## src/hdl/b2d_pkg.sv

```systemverilog
// ---------------------------------------------------------------------------
// b2d_pkg
// Shared types and constants of the 2-D viscous Burgers stencil engine.
// ---------------------------------------------------------------------------
`default_nettype none

package b2d_pkg;

   // field and register widths
   localparam int SAMPLE_W    = 24;
   localparam int COEF_W      = 32;
   localparam int LEN_W       = 9;
   localparam int ROWS_W      = 16;
   localparam int CSR_INDEX_W = 3;
   localparam int CSR_DATA_W  = 32;

   // register stages in one arithmetic lane, output register included
   localparam int LANE_DEPTH = 6;

   // register indexes
   localparam logic [CSR_INDEX_W-1:0] CSR_ROW_LENGTH  = 3'd0;
   localparam logic [CSR_INDEX_W-1:0] CSR_ROW_TOTAL   = 3'd1;
   localparam logic [CSR_INDEX_W-1:0] CSR_DIFFUSION_X = 3'd2;
   localparam logic [CSR_INDEX_W-1:0] CSR_DIFFUSION_Y = 3'd3;
   localparam logic [CSR_INDEX_W-1:0] CSR_ADVECTION_X = 3'd4;
   localparam logic [CSR_INDEX_W-1:0] CSR_ADVECTION_Y = 3'd5;

   // register reset values
   localparam logic [LEN_W-1:0]  ROW_LENGTH_RST = 9'd256;
   localparam logic [ROWS_W-1:0] ROW_TOTAL_RST  = 16'd256;
   localparam logic [COEF_W-1:0] DIFFUSION_RST  = 32'd429496730;
   localparam logic [COEF_W-1:0] ADVECTION_RST  = 32'd107374182;

   // smallest legal row length and row count
   localparam logic [LEN_W-1:0]  LEN_MIN  = 9'd3;
   localparam logic [ROWS_W-1:0] ROWS_MIN = 16'd3;

   typedef logic signed [SAMPLE_W-1:0] sample_type;

   // saturation limits of a sample
   localparam sample_type SAT_MAX = 24'sh7FFFFF;
   localparam sample_type SAT_MIN = 24'sh800000;

   // one grid point, u in the low half
   typedef struct packed {
      sample_type v;
      sample_type u;
   } point_type;

   // one window column: row above, centre row, arriving row
   typedef struct packed {
      point_type top;
      point_type mid;
      point_type low;
   } column_type;

   // one line store word: both stored rows of one column
   typedef struct packed {
      point_type upper;
      point_type middle;
   } line_word_type;

   // stencil coefficients, unsigned Q0.32
   typedef struct packed {
      logic [COEF_W-1:0] diffusion_x;
      logic [COEF_W-1:0] diffusion_y;
      logic [COEF_W-1:0] advection_x;
      logic [COEF_W-1:0] advection_y;
   } coef_type;

endpackage

`default_nettype wire

```

## src/hdl/b2d_cell.sv

```systemverilog
// ---------------------------------------------------------------------------
// b2d_cell
// One window column cell: holds a column of the 3x3 window and hands it on.
// ---------------------------------------------------------------------------
`default_nettype none

module b2d_cell (
   input  wire logic           clock,
   input  wire logic           reset,
   input  wire logic           shift_en,
   input  b2d_pkg::column_type shift_column,
   output b2d_pkg::column_type held_column
);

   b2d_pkg::column_type column_ff;

   // column register, cleared to zero at reset
   always_ff @(posedge clock) begin
      if (reset) begin
         column_ff <= '0;
      end else if (shift_en) begin
         column_ff <= shift_column;
      end
   end

   assign held_column = column_ff;

endmodule

`default_nettype wire

```

## config.mk

```make
export PLATFORM = sky130hd
export DESIGN_NAME = b2d_cell
export DESIGN_NICKNAME = d
export VERILOG_FILES = /design/src/hdl/b2d_pkg.sv /design/src/hdl/b2d_cell.sv
export SDC_FILE = /design/constraint.sdc
export NUM_CORES = 1
export LEC_CHECK = 0
export ABC_AREA = 0
export BUFFER_PORTS_ARGS = -buffer_cell sky130_fd_sc_hd__buf_2
export CORE_UTILIZATION = 41
export CTS_BUF_LIST = sky130_fd_sc_hd__clkbuf_8
export DETAILED_ROUTE_END_ITERATION = 8
export PLACE_DENSITY = 0.78
export SLEW_MARGIN = 10
export SYNTH_ARGS = -nofsm -noshare
export SYNTH_HDL_FRONTEND = slang
export SYNTH_SLANG_ARGS = --single-unit
```

## constraint.sdc

```tcl
create_clock -name clock -period 0.95 [get_ports clock]
set_clock_uncertainty 0.05 [all_clocks]
set_input_delay 0.19 -clock clock [delete_from_list [all_inputs] [get_ports clock]]
set_output_delay 0.19 -clock clock [all_outputs]
set_load 0.03 [all_outputs]
```

; After elaboration in Yosys (flattened, before gate mapping)
; Index checks and enable logic that the tools add are counted.
[op_classes]
reduce_logical = 0
n_bitwise = 0
addsub = 0
magnitude_cmp = 0
n_shift = 0
multipliers = 0
div = 0
mux = 0
n_eq_ne = 0
[totals]
elab_cells = 6
latchBits = 0
rom_bits = 0
reg_bits = 144
output_inout_bits = 144
ramBits = 0
memories = 0

; Logic depth before layout (Yosys ltp)
; Gate-level depths: netlist of the first run.
[depth]
word_depth = 0
mapped_depth = 5
ltp_nobuf = 2

; Worst setup path after synthesis of the first run
; OpenSTA, ideal clock, no wires.
[synth_timing]
path_kind = input to register
from = input shift_en
to = register column_ff (netlist bit held_column[100])
t_required_ns = 0.783
path_buffers = 3
setup_ns = 0.117
stages = 5
slack_ns = -0.076
t_arrival_ns = 0.859
path_cell_list = buf_4 -> buf_6 -> buf_6 -> mux2i_1 -> nor2_1
[synth_lines]
columns = item, line
row1 = from (decl), b2d_cell.sv:10  ; input wire logic shift_en,
row2 = to (signal assigned), b2d_cell.sv:22  ; column_ff <= shift_column;
row3 = to (decl), b2d_cell.sv:15  ; b2d_pkg::column_type column_ff;

; Worst setup path after layout of the first run
[layout_timing]
from = register column_ff (netlist bit held_column[100])
to = output held_column[100] (netlist bit)
[layout_lines]
columns = item, line
row1 = to (decl), b2d_cell.sv:12  ; output b2d_pkg::column_type held_column
; No word-level cell between the ends.

==> flow_metrics.tcl, run 1 <==
set metrics [dict create \
    rows 40 \
    worst_ep_required_time_ns 0.71 \
    dr.pass1.iters 5 \
    wire_per_inst_um 21.90 \
    fmax_mhz 810.3 \
    end_kind "output port" \
    relSlewSlack 0.6373 \
    period_needed_ns 1.234 \
    cts_root_buf "clkbuf_8" \
    cts_buffers 17 \
    start_util 0.4212 \
    hpwl_mm 9.433 \
    cpMaxStageDelayCell "dfxtp_2" \
    critPathMaxFanout 2 \
    postSynthAreaPerCell_um2 10.95 \
    syn2layout_area_growth_pct 95.20 \
    die_h_um 113.3 \
    status "finished, violations left" \
    power.total_mw 15.02 \
    cts.path.max_buffers 2 \
    syn-cell-area_mm2 0.005080 \
    ys_seq_area_frac 0.5675 \
    drc 0 \
    start_kind "flip-flop" \
    ios 291 \
    hp-start "shift_en" \
    grt_pass1_vias 5935 \
    grt.total_usage 0.3395 \
    syn-num-nets 611 \
    dieArea_mm2 0.01284 \
    ys_types 7 \
    drt-initial-drc-count 496 \
    fin_util 0.8221 \
    min-delay-path-class "in -> reg" \
    holdWs_ns 0.07693 \
    pre_cts_ws_ns -0.1377 \
    crit_chain "buf_6" \
    crit_arrival_ns 0.99 \
    ys_ff_latch 144 \
    cts_tree "done" \
    final_nets 1080 \
    synth_cells 464 \
    port_buffers 290 \
    power.leakage_nw 4.866 \
    drive_gt1_frac 0.5492 \
    hold_viol_final 0 \
    gr-total-overflow 0 \
    grt_max_degree 45 \
    via_per_inst 5.180 \
    violations "negative setup slack" \
    ant_nets 0 \
    fin_ws_ns -0.2841 \
    r2r_start "held_column[100]" \
    powerDensity_mw_per_mm2 1515 \
    startpoint "held_column[100]" \
    grt_pass1_wl_mm 32.53 \
    core_area_mm2 0.01206 \
    clkLatencyLatePin_ns 0.45 \
    vias 5781 \
    htree_levels 4 \
    place.gp.congestion 0.7955 \
    maxCapViolations 0 \
    cts.sinks 144 \
    rsz0062_at_grt "true" \
    crit_type "reg -> out" \
    yosys_warnings 0 \
    path_clk_slew_ns 0.09 \
    antenna_found_initial 5 \
    worstMarginPinSlew_ns 0.5420 \
    dieWidth_um 113.3 \
    setup_viol 150 \
    largest_reg_flops 144 \
    drt_wl_total_mm 24.44 \
    ir_drop_v 0.0009629 \
    cp_top_family "flip-flops" \
    cpPeakStageDelay_ns 0.39 \
    final-max-slew-violation-count 0 \
    period_share 1.299 \
    cp_num_buf_inv 1 \
]
==> cell type report <==
type	instances	area (um2)
Multi-Input combinational cell	288	2031
Timing Repair Buffer	482	4245
Clock inverter	12	95.09
Antenna cell	3	7.507
Fill cell	575	2146
Sequential cell	144	3065
Clock buffer	19	261.5
Tap cell	168	210.2
==> synth_stat cells <==
master    count  area, um2
mux2i_1     144       1441
buf_2         7      35.03
buf_6         7      78.83
dfxtp_1     144       2883
buf_4         9      67.56
clkbuf_1      9      33.78
nor2_1      144      540.5
==> cell families after synthesis <==
family,count (synthesis),synth area share
buffers and inverters,32,0.04236
DFF,144,0.5675
and+or+nand+nor,144,0.1064
muxes,144,0.2837
==> routing by layer <==
metal	share of wire	vias up	wire, um	GRT usage
li1	-	2469	-	-
met1	0.33	2713	8122	0.3145
met2	0.51	438	12430	0.6074
met3	0.091	155	2214	0.1360
met4	0.066	6	1601	0.2395
met5	0.0027	-	65	0
==> what timing repair did <==
item | in CTS | in global routing
endpoints found under the hold margin | 144 | 0
pin swaps | 0 | 1
gates resized for setup | 432 | 13
buffers inserted | 11 | 23
hold buffers | 144 | 0
setup endpoints to repair | 144 | 149
==> layout by cell type, fill, tap and decap left out <==
cell,instances
buf_4,43
mux2i_2,1
mux2i_1,140
nor2_1,141
mux2i_4,3
clkinv_2,6
dfxtp_4,1
buf_2,144
diode_2,3
bufinv_16,1
buf_8,2
clkbuf_8,19
clkinvlp_4,3
buf_6,143
dfxtp_2,143
buf_12,6
clkinv_4,1
dlygate4sd3_1,144
inv_1,1
nor2_2,3
==> power breakdown <==
group	leakage [nW]	switching [mW]	total, mW	internal (mW)
combinational	3.44	1.83	3.62	1.80
sequential	1.24	0.319	6.79	6.47
clock	0.184	2.45	4.61	2.16
total	4.87	4.60	15.0	10.4
==> stage by stage <==
| step | cell area [um2] | TNS (ns) | std cells |
|---|---|---|---|
| floorplan | 5120 | -0.4206 | 464 |
| global placement | 6723 | -9.736 | 905 |
| detailed placement | 6723 | -12.16 | 905 |
| CTS | 9684 | -33.30 | 1091 |
| global route | 9913 | -36.66 | 1115 |
| finish | 9916 | -31.67 | 1116 |
==> path summary, 6_finish.rpt <==
path              cells after the start  slack (ns)               end
setup / recovery                      1       -0.28  held_column[100]
hold / removal                        3        0.08  held_column[105]
setup reg to reg                      3       -0.28  held_column[100]
hold reg to reg                       2        0.45   held_column[13]
(Power assumes the default switching activity.)
==> run 2: changes to the inputs <==
--- a/config.mk
+++ b/config.mk
@@ -10,7 +10,7 @@
 export CORE_UTILIZATION = 41
 export CTS_BUF_LIST = sky130_fd_sc_hd__clkbuf_8
 export DETAILED_ROUTE_END_ITERATION = 8
-export PLACE_DENSITY = 0.78
+export PLACE_DENSITY_LB_ADDON = 0.2
 export SLEW_MARGIN = 10
 export SYNTH_ARGS = -nofsm -noshare
 export SYNTH_HDL_FRONTEND = slang
==> flow_metrics.tcl, run 2 (synthesized netlist as in run 1, its figures left out) <==
set metrics [dict create \
    vias 5451 \
    ios 291 \
    power.leakage_nw 5.011 \
    ir_drop_v 0.001492 \
    hold_viol_final 0 \
    htree_levels 4 \
    setup_viol 144 \
    drive_gt1_frac 0.5489 \
    min_to "held_column[14]" \
    cts.path.max_buffers 2 \
    start_kind "flip-flop" \
    via_per_inst 4.824 \
    ant_nets 0 \
    cpMaxStageDelayCell "dfxtp_2" \
    period_share 1.250 \
    fin_area_mm2 0.01008 \
    fin_ws_ns -0.2380 \
    port_buffers 290 \
    fin_util 0.8355 \
    reg2reg_depth 3 \
    fmax_mhz 841.8 \
    largest_reg_flops 144 \
    grt_max_degree 44 \
    hp-start "reset" \
    gr-total-overflow 0 \
    grt.total_usage 0.2917 \
    drt-initial-drc-count 235 \
    dieArea_mm2 0.01284 \
    antenna_found_initial 0 \
    place_area_mm2 0.006800 \
    grt_pass1_vias 5770 \
    cpPeakStageDelay_ns 0.37 \
    r2r-end "held_column[110]" \
    crit_type "reg -> out" \
    core_area_mm2 0.01206 \
    cts.sinks 144 \
    rows 40 \
    die_h_um 113.3 \
    dr.pass1.iters 4 \
    worstHoldPathCells 3 \
    powerDensity_mw_per_mm2 1537 \
    critPathMaxFanout 2 \
    end_kind "output port" \
    r2r_start "held_column[110]" \
    wire_per_inst_um 18.05 \
    final_nets 1098 \
    cts_tree "done" \
    dieWidth_um 113.3 \
    cts_root_buf "clkbuf_8" \
    final-max-slew-violation-count 0 \
    path_clk_slew_ns 0.08 \
    diodes 0 \
    crit_arrival_ns 0.95 \
    status "finished, violations left" \
    layout_commonest_cell "buf_6" \
    rrSetupSlack_ns 0.04 \
    grt_pass1_wl_mm 28.61 \
    drt_wl_total_mm 20.39 \
    start_util 0.4212 \
    drc 0 \
    maxCapViolations 0 \
    worstMarginPinSlew_ns 0.2431 \
    violations "negative setup slack" \
    period_needed_ns 1.188 \
    syn2layout_area_growth_pct 98.38 \
    clkLatencyLatePin_ns 0.44 \
    relSlewSlack 0.8333 \
    cp_num_buf_inv 1 \
    pre_cts_ws_ns -0.1774 \
    rsz0062_at_grt "true" \
    hpwl_mm 9.610 \
    place.gp.congestion 0.7668 \
    crit_chain "buf_6" \
    holdWs_ns 0.1542 \
    worst_ep_required_time_ns 0.71 \
    min-delay-path-class "in -> reg" \
    cts_buffers 17 \
    cp_top_family "flip-flops" \
]
## run 2: cell count changes in the layout (fill, tap and decap cells not counted), sizes merged
cell      previous run  this run
diode                3         0
clkinv               7         2
clkbuf              19        23
bufinv               1         3
buf                338       356
inv                  1         2
clkinvlp             3         0
## run 2: worst max-delay path by stage
stage                                start               end  cells after the start
after CTS                  held_column[15]   held_column[15]                      1
after global placement            shift_en   held_column[20]                      4
final                     held_column[108]  held_column[108]                      1
after global routing      held_column[108]  held_column[108]                      1
after detailed placement          shift_en   held_column[51]                      4
after floorplan                   shift_en  held_column[100]                      5
## run 2: worst register-to-register path: stages (launching register included)
cell	delay [ns]
dfxtp_2	0.33
buf_4	0.13
mux2i_1	0.21
nor2_1	0.07
## run 2: layout make-up
type / instances / area [um2]
timing repair buffer: 500 / 4398
sequential: 144 / 3063
fill: 557 / 1984
multi-input combinational: 288 / 1982
clock buffer: 23 / 316.6
tap: 168 / 210.2
clock inverter: 7 / 107.6
## run 2: metal layers
layer	vias up	wire length, um	GRT usage
met5	-	0	0
met4	0	895	0.1719
met3	77	1560	0.08463
met2	294	10760	0.5501
met1	2577	7173	0.2802
li1	2503	-	-
## run 2: stage by stage
stage          power (mW)  TNS, ns  instances
2_1_floorplan       8.197  -0.4206        464
4_1_cts             15.17   -32.09       1092
5_1_grt             16.05   -35.49       1130
6_report            15.49   -28.85       1130
3_5_place_dp        9.039   -17.53        912
3_3_place_gp        8.983   -11.89        912
## run 2: report_power, final
part	leakage, nW	total [mW]	switching, mW	internal, mW
clock network	0.226	5.18	2.21	2.97
logic	3.55	3.55	1.71	1.83
registers	1.24	6.76	0.288	6.47
## run 2: repair_timing
action                                 4_1_cts  5_1_grt
pin swaps                                    0        0
endpoints found under the hold margin      144        0
hold buffers                               144        0
buffers inserted                             6       38
resized for setup                          432        0
setup endpoints to repair                  144      144
